--- src/hrsp_pkg.sv ---
// Shared types and constants of the HEX record stream parser.
// Used by the front queue, the parser core, the result queue and the top level.
`default_nettype none

package hrsp_pkg;

  localparam int unsigned LINE_NUMBER_BITS = 24;
  localparam int unsigned POS_BITS         = 10;
  localparam int unsigned CFG_INDEX_BITS   = 1;

  typedef logic [LINE_NUMBER_BITS-1:0] line_t;
  typedef logic [POS_BITS-1:0]         pos_t;

  localparam line_t     LINE_MAX       = '1;
  localparam pos_t      POS_MAX        = 10'd1023;
  localparam pos_t      POS_COUNT      = 10'd2;
  localparam pos_t      POS_ADDR_HI    = 10'd4;
  localparam pos_t      POS_ADDR_LO    = 10'd6;
  localparam pos_t      POS_START      = 10'd7;
  localparam pos_t      POS_KIND       = 10'd8;
  localparam pos_t      POS_EXT_FIRST  = 10'd9;
  localparam pos_t      POS_EXT_LAST   = 10'd12;
  localparam pos_t      POS_DATA_FIRST = 10'd10;
  localparam logic [7:0] CHAR_COLON    = 8'h3A;

  // record types
  localparam logic [7:0] REC_DATA      = 8'h00;
  localparam logic [7:0] REC_EOF       = 8'h01;
  localparam logic [7:0] REC_EXT_SEG   = 8'h02;
  localparam logic [7:0] REC_START_SEG = 8'h03;
  localparam logic [7:0] REC_EXT_LIN   = 8'h04;
  localparam logic [7:0] REC_START_LIN = 8'h05;

  // configuration register indexes
  localparam logic [CFG_INDEX_BITS-1:0] CFG_MIN_ADDR = 1'b0;
  localparam logic [CFG_INDEX_BITS-1:0] CFG_MAX_ADDR = 1'b1;

  typedef enum logic {
    RES_DATA   = 1'b0,
    RES_STATUS = 1'b1
  } res_kind_e;

  typedef enum logic [2:0] {
    ST_OK        = 3'd0,
    ST_BAD_START = 3'd1,
    ST_LENGTH    = 3'd2,
    ST_CHECKSUM  = 3'd3,
    ST_TYPE      = 3'd4
  } status_e;

  // classified input item
  typedef struct packed {
    logic       new_file;
    logic       is_colon;
    logic       digit_ok;
    logic [3:0] digit;
    logic       last;
  } cmd_t;

  typedef struct packed {
    res_kind_e   kind;
    logic [31:0] byte_address;
    logic [7:0]  data_byte;
    line_t       line_number;
    status_e     status;
    logic        range_low;
    logic        range_high;
    logic [7:0]  record_kind;
  } result_t;

endpackage

`default_nettype wire

--- src/hrsp_front.sv ---
// Front end: classifies each incoming character (hex digit, start code) and
// holds it in a two-entry queue toward the parser core. Depends on hrsp_pkg.
`default_nettype none

module hrsp_front
  import hrsp_pkg::*;
(
  input  wire logic       clk_i,
  input  wire logic       rst_ni,
  input  wire logic       push_i,
  output logic            full_o,
  input  wire logic       req_type_i,
  input  wire logic [7:0] char_code_i,
  input  wire logic       line_end_i,
  output logic            cmd_valid_o,
  output cmd_t            cmd_o,
  input  wire logic       cmd_pop_i
);

  cmd_t       mem_q [2];
  logic       wr_ptr_q, rd_ptr_q;
  logic [1:0] cnt_q, cnt_d;
  logic       do_push, do_pop;
  cmd_t       cmd_in;

  always_comb begin
    cmd_in          = '0;
    cmd_in.new_file = req_type_i;
    cmd_in.is_colon = (char_code_i == CHAR_COLON);
    cmd_in.last     = line_end_i;
    cmd_in.digit_ok = 1'b1;
    if (char_code_i inside {[8'h30:8'h39]}) begin
      cmd_in.digit = char_code_i[3:0];
    end else if ((char_code_i inside {[8'h41:8'h46]}) ||
                 (char_code_i inside {[8'h61:8'h66]})) begin
      cmd_in.digit = char_code_i[3:0] + 4'd9;
    end else begin
      cmd_in.digit    = 4'd0;
      cmd_in.digit_ok = 1'b0;
    end
  end

  assign full_o      = (cnt_q == 2'd2);
  assign cmd_valid_o = (cnt_q != 2'd0);
  assign cmd_o       = mem_q[rd_ptr_q];
  assign do_push     = push_i & ~full_o;
  assign do_pop      = cmd_pop_i & cmd_valid_o;

  always_comb begin
    cnt_d = cnt_q;
    if (do_push & ~do_pop) begin
      cnt_d = cnt_q + 2'd1;
    end else if (do_pop & ~do_push) begin
      cnt_d = cnt_q - 2'd1;
    end
  end

  always_ff @(posedge clk_i or negedge rst_ni) begin
    if (!rst_ni) begin
      wr_ptr_q <= 1'b0;
      rd_ptr_q <= 1'b0;
      cnt_q    <= 2'd0;
    end else begin
      cnt_q <= cnt_d;
      if (do_push) wr_ptr_q <= ~wr_ptr_q;
      if (do_pop)  rd_ptr_q <= ~rd_ptr_q;
    end
  end

  always_ff @(posedge clk_i) begin
    if (do_push) mem_q[wr_ptr_q] <= cmd_in;
  end

endmodule

`default_nettype wire

--- src/hrsp_back.sv ---
// Parser core: per-character record state, extended base address and configured
// range checks, one classified item per cycle unless res_full_i is set. Depends on hrsp_pkg.
`default_nettype none

module hrsp_back
  import hrsp_pkg::*;
(
  input  wire logic                      clk_i,
  input  wire logic                      rst_ni,
  input  wire logic                      cfg_we_i,
  input  wire logic [CFG_INDEX_BITS-1:0] cfg_index_i,
  input  wire logic [31:0]               cfg_wdata_i,
  input  wire logic                      cmd_valid_i,
  input  wire cmd_t                      cmd_i,
  output logic                           cmd_pop_o,
  input  wire logic                      res_full_i,
  output logic                           res_valid_o,
  output result_t                        res_o
);

  logic [31:0] min_addr_q, max_addr_q;
  logic [31:0] base_q, base_d;
  line_t       line_q, line_d;
  pos_t        pos_q, pos_d;
  logic [7:0]  count_q, count_d;
  logic [15:0] rec_q, rec_d;
  logic [7:0]  kind_q, kind_d;
  logic [7:0]  sum_q, sum_d;
  logic [4:0]  hn_q, hn_d;
  logic [16:0] ext_q, ext_d;
  logic        start_ok_q, start_ok_d;
  logic [31:0] start_q, start_d;
  logic [31:0] end_q, end_d;
  logic [31:0] baddr_q, baddr_d;

  logic        go, in_pair;
  logic [7:0]  pair_byte;
  logic [8:0]  byte_idx;
  pos_t        want_pos;
  logic [15:0] ext_val;

  assign go        = cmd_valid_i & ~res_full_i;
  assign cmd_pop_o = go;
  assign in_pair   = (pos_q != '0) && (pos_q != POS_MAX);
  assign pair_byte = (hn_q[4] & cmd_i.digit_ok) ? {hn_q[3:0], cmd_i.digit} : 8'd0;
  assign byte_idx  = 9'((pos_q - POS_DATA_FIRST) >> 1);
  assign want_pos  = {1'b0, count_d, 1'b0} + POS_DATA_FIRST;
  assign ext_val   = ext_d[16] ? ext_d[15:0] : 16'd0;

  always_comb begin
    base_d      = base_q;
    line_d      = line_q;
    pos_d       = pos_q;
    count_d     = count_q;
    rec_d       = rec_q;
    kind_d      = kind_q;
    sum_d       = sum_q;
    hn_d        = hn_q;
    ext_d       = ext_q;
    start_ok_d  = start_ok_q;
    start_d     = start_q;
    end_d       = end_q;
    baddr_d     = baddr_q;
    res_valid_o = 1'b0;
    res_o       = '0;

    if (go) begin
      if (cmd_i.new_file || (pos_q == '0)) begin
        // drop any partial line
        pos_d      = '0;
        count_d    = '0;
        rec_d      = '0;
        kind_d     = '0;
        sum_d      = '0;
        hn_d       = '0;
        ext_d      = 17'h10000;
        start_ok_d = 1'b0;
      end

      if (cmd_i.new_file) begin
        base_d = '0;
        line_d = '0;
      end else begin
        if (pos_q == '0) begin
          if (line_q != LINE_MAX) line_d = line_q + 1'b1;
          start_ok_d = cmd_i.is_colon;
        end

        if (pos_q inside {[POS_EXT_FIRST:POS_EXT_LAST]}) begin
          ext_d = {ext_q[16] & cmd_i.digit_ok, ext_q[11:0], cmd_i.digit};
        end

        if (pos_q == POS_START) begin
          start_d = base_q + {16'd0, rec_q};
          baddr_d = start_d;
        end

        if (in_pair && pos_q[0]) begin
          hn_d = {cmd_i.digit_ok, cmd_i.digit};
        end else if (in_pair) begin
          sum_d = sum_q + pair_byte;
          case (pos_q)
            POS_COUNT:   count_d = pair_byte;
            POS_ADDR_HI: rec_d[15:8] = pair_byte;
            POS_ADDR_LO: rec_d[7:0] = pair_byte;
            POS_KIND: begin
              kind_d = pair_byte;
              end_d  = start_q + {24'd0, count_q};
            end
            default: begin
              if (pos_q >= POS_DATA_FIRST) begin
                baddr_d = baddr_q + 32'd1;
                if ((byte_idx < {1'b0, count_q}) && (kind_q == REC_DATA) &&
                    start_ok_q && !cmd_i.last) begin
                  res_valid_o        = 1'b1;
                  res_o.kind         = RES_DATA;
                  res_o.byte_address = baddr_q;
                  res_o.data_byte    = pair_byte;
                end
              end
            end
          endcase
        end

        if (cmd_i.last) begin
          res_valid_o = 1'b1;
          res_o.kind  = RES_STATUS;
          pos_d       = '0;
          if (!start_ok_d) begin
            res_o.status = ST_BAD_START;
          end else if (pos_q != want_pos) begin
            res_o.status = ST_LENGTH;
          end else if (sum_d != 8'd0) begin
            res_o.status = ST_CHECKSUM;
          end else begin
            res_o.status = ST_OK;
            case (kind_d)
              REC_DATA: begin
                res_o.range_low  = (min_addr_q > start_q);
                res_o.range_high = (max_addr_q < end_q);
              end
              REC_EOF, REC_START_SEG, REC_START_LIN: ;
              REC_EXT_SEG: base_d = {12'd0, ext_val, 4'd0};
              REC_EXT_LIN: base_d = {ext_val, 16'd0};
              default:     res_o.status = ST_TYPE;
            endcase
          end
        end else if (pos_q != POS_MAX) begin
          pos_d = pos_q + 1'b1;
        end

        res_o.line_number = line_d;
        res_o.record_kind = kind_d;
      end
    end
  end

  always_ff @(posedge clk_i or negedge rst_ni) begin
    if (!rst_ni) begin
      min_addr_q <= '0;
      max_addr_q <= '1;
    end else if (cfg_we_i) begin
      case (cfg_index_i)
        CFG_MIN_ADDR: min_addr_q <= cfg_wdata_i;
        CFG_MAX_ADDR: max_addr_q <= cfg_wdata_i;
        default: ;
      endcase
    end
  end

  always_ff @(posedge clk_i or negedge rst_ni) begin
    if (!rst_ni) begin
      base_q     <= '0;
      line_q     <= '0;
      pos_q      <= '0;
      count_q    <= '0;
      rec_q      <= '0;
      kind_q     <= '0;
      sum_q      <= '0;
      hn_q       <= '0;
      ext_q      <= 17'h10000;
      start_ok_q <= 1'b0;
    end else begin
      base_q     <= base_d;
      line_q     <= line_d;
      pos_q      <= pos_d;
      count_q    <= count_d;
      rec_q      <= rec_d;
      kind_q     <= kind_d;
      sum_q      <= sum_d;
      hn_q       <= hn_d;
      ext_q      <= ext_d;
      start_ok_q <= start_ok_d;
    end
  end

  always_ff @(posedge clk_i) begin
    start_q <= start_d;
    end_q   <= end_d;
    baddr_q <= baddr_d;
  end

endmodule

`default_nettype wire

--- src/hrsp_outq.sv ---
// Result queue: two-entry queue that holds finished results until the
// consumer pops them. Depends on hrsp_pkg.
`default_nettype none

module hrsp_outq
  import hrsp_pkg::*;
(
  input  wire logic    clk_i,
  input  wire logic    rst_ni,
  input  wire logic    push_i,
  input  wire result_t data_i,
  output logic         full_o,
  output logic         empty_o,
  output result_t      head_o,
  input  wire logic    pop_i
);

  result_t    mem_q [2];
  logic       wr_ptr_q, rd_ptr_q;
  logic [1:0] cnt_q, cnt_d;
  logic       do_push, do_pop;

  assign full_o  = (cnt_q == 2'd2);
  assign empty_o = (cnt_q == 2'd0);
  assign head_o  = mem_q[rd_ptr_q];
  assign do_push = push_i & ~full_o;
  assign do_pop  = pop_i & ~empty_o;

  always_comb begin
    cnt_d = cnt_q;
    if (do_push & ~do_pop) begin
      cnt_d = cnt_q + 2'd1;
    end else if (do_pop & ~do_push) begin
      cnt_d = cnt_q - 2'd1;
    end
  end

  always_ff @(posedge clk_i or negedge rst_ni) begin
    if (!rst_ni) begin
      wr_ptr_q <= 1'b0;
      rd_ptr_q <= 1'b0;
      cnt_q    <= 2'd0;
    end else begin
      cnt_q <= cnt_d;
      if (do_push) wr_ptr_q <= ~wr_ptr_q;
      if (do_pop)  rd_ptr_q <= ~rd_ptr_q;
    end
  end

  always_ff @(posedge clk_i) begin
    if (do_push) mem_q[wr_ptr_q] <= data_i;
  end

endmodule

`default_nettype wire

--- src/hex_record_stream_parser_top.sv ---
// HEX record stream parser, one character per item. The block sustains one
// character per clock unless a queue is full: the parser core updates its line state
// once per character, between a two-entry input queue and a two-entry result queue,
// so a character is registered in the input queue and its result in the result queue
// ahead of the result ports. Each data byte of a type-00 record comes out as a
// provisional result, and the last character of a line yields one status result;
// discard the line's bytes when the status is not ok. There is no clearing pass
// after reset. Write min_address (index 0) and max_address (index 1) only while idle.
`default_nettype none

module hex_record_stream_parser_top
  import hrsp_pkg::*;
(
  input  wire logic                        clk_i,
  input  wire logic                        rst_ni,
  input  wire logic                        cfg_we_i,
  input  wire logic [CFG_INDEX_BITS-1:0]   cfg_index_i,
  input  wire logic [31:0]                 cfg_wdata_i,
  input  wire logic                        push,
  output logic                             full,
  input  wire logic                        req_type_i,
  input  wire logic [7:0]                  char_code_i,
  input  wire logic                        line_end_i,
  output logic                             empty,
  input  wire logic                        pop,
  output logic                             result_kind_o,
  output logic [31:0]                      byte_address_o,
  output logic [7:0]                       data_byte_o,
  output logic [LINE_NUMBER_BITS-1:0]      line_number_o,
  output logic [2:0]                       line_status_o,
  output logic                             range_low_o,
  output logic                             range_high_o,
  output logic [7:0]                       record_kind_o
);

  cmd_t    cmd;
  logic    cmd_valid, cmd_pop;
  result_t res, head;
  logic    res_valid, res_full;

  hrsp_front u_front (
    .clk_i       (clk_i),
    .rst_ni      (rst_ni),
    .push_i      (push),
    .full_o      (full),
    .req_type_i  (req_type_i),
    .char_code_i (char_code_i),
    .line_end_i  (line_end_i),
    .cmd_valid_o (cmd_valid),
    .cmd_o       (cmd),
    .cmd_pop_i   (cmd_pop)
  );

  hrsp_back u_back (
    .clk_i       (clk_i),
    .rst_ni      (rst_ni),
    .cfg_we_i    (cfg_we_i),
    .cfg_index_i (cfg_index_i),
    .cfg_wdata_i (cfg_wdata_i),
    .cmd_valid_i (cmd_valid),
    .cmd_i       (cmd),
    .cmd_pop_o   (cmd_pop),
    .res_full_i  (res_full),
    .res_valid_o (res_valid),
    .res_o       (res)
  );

  hrsp_outq u_outq (
    .clk_i   (clk_i),
    .rst_ni  (rst_ni),
    .push_i  (res_valid),
    .data_i  (res),
    .full_o  (res_full),
    .empty_o (empty),
    .head_o  (head),
    .pop_i   (pop)
  );

  assign result_kind_o  = head.kind;
  assign byte_address_o = head.byte_address;
  assign data_byte_o    = head.data_byte;
  assign line_number_o  = head.line_number;
  assign line_status_o  = head.status;
  assign range_low_o    = head.range_low;
  assign range_high_o   = head.range_high;
  assign record_kind_o  = head.record_kind;

endmodule

`default_nettype wire

--- config.mk ---
export PLATFORM = sky130hd
export DESIGN_NAME = hex_record_stream_parser_top
export DESIGN_NICKNAME = d
export VERILOG_FILES = /design/src/hrsp_pkg.sv /design/src/hrsp_front.sv /design/src/hrsp_back.sv /design/src/hrsp_outq.sv /design/src/hex_record_stream_parser_top.sv
export SDC_FILE = /design/constraint.sdc
export NUM_CORES = 1
export LEC_CHECK = 0
export BUFFER_PORTS_ARGS = -buffer_cell sky130_fd_sc_hd__clkbuf_2
export CAP_MARGIN = 40
export CORE_MARGIN = 1.5
export CORE_UTILIZATION = 46
export DETAILED_ROUTE_END_ITERATION = 10
export PLACE_DENSITY = 0.64
export SYNTH_ARGS = -nofsm -noshare
export SYNTH_HDL_FRONTEND = slang
export SYNTH_HIERARCHICAL = 1
export SYNTH_SLANG_ARGS = --single-unit
--- constraint.sdc ---
create_clock -name clk_i -period 9 [get_ports clk_i]
set_input_delay 0.45 -clock clk_i [delete_from_list [all_inputs] [get_ports clk_i]]
set_output_delay 0.45 -clock clk_i [all_outputs]
set_load 0.02 [all_outputs]
==> results.md <==
- Router iterations before antenna repair: 6
- Filler cells: 4592
- Sequential power share: 42.2%
- Pin count of the biggest net entering global routing: 66
- Share of layout cells above drive strength 1: roughly a fifth
- Avg Cell Area, Syn: 11.4 µm²
- IO Count: 128
- Die span in x: about 230 µm
- Root buf cell: clkbuf_16
- Crit path capture type: register
- Area share of the largest cell type after synthesis: 32.9%
- Synth-to-Final Area Change: 13.0%
- Status: completed
- Fin Setup TNS: 0 ps
- Hold Fails Final Rpt: 0
- Synth cell types: 90
- Bufs on Longest Clock Path: 3
- Final Non-Filler Cells: 3002
- Fin util: 52.5%
- Worst setup SP type: register
- Sw Ratio: 33.4%
- Vias in the first global route: between 15000 and 20000
- RSZ-0062 raised after global routing: false
- Post-Layout Inst Area: 0.0276 mm²
- DR vias/cell: about 5.6
- Area contributors post-synth: edfxtp_1 (33%), dfrtp_1 (17%), mux2_2 (6.5%)
- DRT Wirelength: 57900 µm
- Pwr dens: 248 mW/mm²
- Number of synthesized register bits: 465
- Post-synth top area cell: edfxtp_1
- RD Place Congestion: 0.912
- # rows: 84
- I/O Buffers: between 100 and 150
- Final min period: roughly 4800 ps
- P_int: 4550 µW
- Die footprint: roughly 0.054 mm²
- Inst Count DP: 2905
- 1st-iter DRT viols: 1032
- Commonest non-fill, non-tap cell in the layout: edfxtp_1
- Async S/R FF share, synth: around 42%
- Initial Util: 46.5%
- Htree depth: 2
- Dpl cell area: 0.0258 mm²
- Cts bufs inserted: 51
- FMAX: just over 200 MHz
- Worst-skew pair later-pin latency: 610 ps
- DR vias: 16800
- Worst Hold Class: in -> reg
- Max cap viols: 0
- GRT Overall Usage: 21.4%
- Top_reg_cell synth: edfxtp_1
- DRC viols: 0
- Post-CTS setup buffer count: 0
- Syn Nets: 2312
- Type of the worst setup path: reg -> reg
- Crit-path max FO: 28
- Grt ovf: 0
- Fin. max-slew vios: 0
- Final setup fails: 0
- Post-cts sizing count: 0
- Area of the multi-input gates: 0.0105 mm²
- Core area: 0.0526 mm²
- Worst-margin pin slew: ~790 ps
- CTS tree: built
- Syn. warnings: 6
- Share of the yosys chip area belonging to registers: 53.3%
- Normalized max-slew margin: 47.4%
- Clock sink total: roughly 470
- Final ANT Viol Nets: 0
- Most frequent cells in the layout: edfxtp_1 (268), nand2_1 (194), dfrtp_1 (163), nor2_1 (145), mux2_2 (142)
- Final net count: 2435
- Post-Syn Instances: 2148
- First-pass GRT wire length: 91400 µm
- Comb power frac: 26.4%
- Fin crit share: 53.5%
- FF+latch area: 0.0130 mm²
- Final HPWL DP: between 40000 and 50000 µm
- DR WL/cell: 19.3 µm
- Lkg Pwr: 0.0112 µW
- Worst EP arrival: 5330 ps
- Worst IR Drop VDD: 0.000177 V
- Skew final: between 15 and 20 ps
- Clock power frac: between 30% and 40%
- Synthesized area: 0.0244 mm²
- Die boundary height: 233 µm
- EDFF count, synth: ~270
- Switching power: 2280 µW
- Initial antenna violation count: 0
- Worst-path clk slew: 60 ps
- Critical Path RT: 9520 ps
- # diodes: 0
-- sequential cells by signal (all words and copies together), names as in the netlist, 10 cells and up --
register and flops:
u_back/ext_q 17, u_back/rec_q 16, u_outq/mem_q 156, u_back/baddr_q 32
u_back/line_q 24, u_back/base_q 28, u_back/pos_q 10, u_back/end_q 32
u_back/start_q 32, u_back/max_addr_q 32, u_back/min_addr_q 32, u_front/mem_q 16
-- metrics by stage --
step	total power (µW)	worst slack [ps]	hold WS [ps]
5_1_grt	7160	3820	33.4
2_1_floorplan	4130	2570	154
6_report	6830	4180	40.0
3_3_place_gp	4670	3750	470
3_5_place_dp	4740	4260	479
4_1_cts	6900	4230	14.0
-- critical path, stage by stage, from the launching register on --
cell,delay (ps)
dfrtp_1,550
mux2_2,420
and2_1,240
nand2_1,280
inv_1,220
ha_1,280
fa_1,440
a211oi_1,320
o21bai_1,120
a21oi_1,180
xnor2_1,80
a32oi_1,190
nand2_1,90
a211o_1,320
and4b_1,260
buf_4,430
mux2i_1,280
-- worst paths after layout --
kind	startpoint	endpoint	slack, ps	cells after the start
max reg2reg	u_front/rd_ptr_q	u_back/base_q[27]	4180	16
min in group asynchronous	rst_ni	u_back/min_addr_q[21]	410	2
min reg2reg	u_back/rec_q[4]	u_back/rec_q[4]	490	2
max	u_front/rd_ptr_q	u_back/base_q[27]	4180	16
min	req_type_i	u_front/mem_q[0][7]	40	1
max in group asynchronous	rst_ni	u_outq/rd_ptr_q	6860	6
-- timing repair --
action	in CTS	in global routing
hold endpoints to repair	32	0
hold buffers	1	0
setup endpoints to repair	0	0
-- layout make-up --
type | count | area share (%)
Clock inverter | 28 | 1.13
Tap cell | 688 | 3.12
Sequential cell | 465 | 47.2
Multi-Input combinational cell | 1462 | 38.1
Inverter | 131 | 1.78
Timing Repair Buffer | 160 | 3.52
Clock buffer | 68 | 5.15
-- power by group through the flow --
stage	combinational, µW	clock [µW]	sequential, µW
after detailed placement	1810	0	2930
after global placement	1720	0	2950
after floorplan	1310	0	2820
final	1800	2140	2880
after global routing	1960	2280	2930
after CTS	1820	2190	2890
-- Yosys cell counts, drive strengths merged (7+ instances only) --
cell type and n:
dfstp 33, clkbuf 57, dfrtp 164, a21o 35, nand3 39, nand2 194
a22oi 31, a211oi 20, o21a 15, mux2i 47, a311oi 7, and2 50
o21ai 108, and4 11, xnor2 70, o31ai 7, nor3b 7, o211ai 10
o22ai 10, a21oi 83, inv 131, xor2 31, nor2 148, nand2b 40
nor4 13, edfxtp 268, buf 33, and3 23, ha 113, nor3 47
nand4 28, mux2 152, or3 11, a31oi 10, nor2b 14
-- layer usage --
layer	GRT usage [%]	share of wire [%]
met1	26.9	42
met5	0	0
met3	2.70	4.1
met2	37.5	51
met4	8.19	3.6
-- cells by family after synthesis --
family,after synthesis,synth area share (%)
adders and majority gates,116,6.03
DFF,465,53.3
AOI/OAI and AO/OA,397,10.9
buffers and inverters,221,3.76
and+or+nand+nor,649,13.3
xor gates and xnor gates,101,3.62
muxes,199,9.09
No activity file was read; power rests on OpenSTA's default activity.
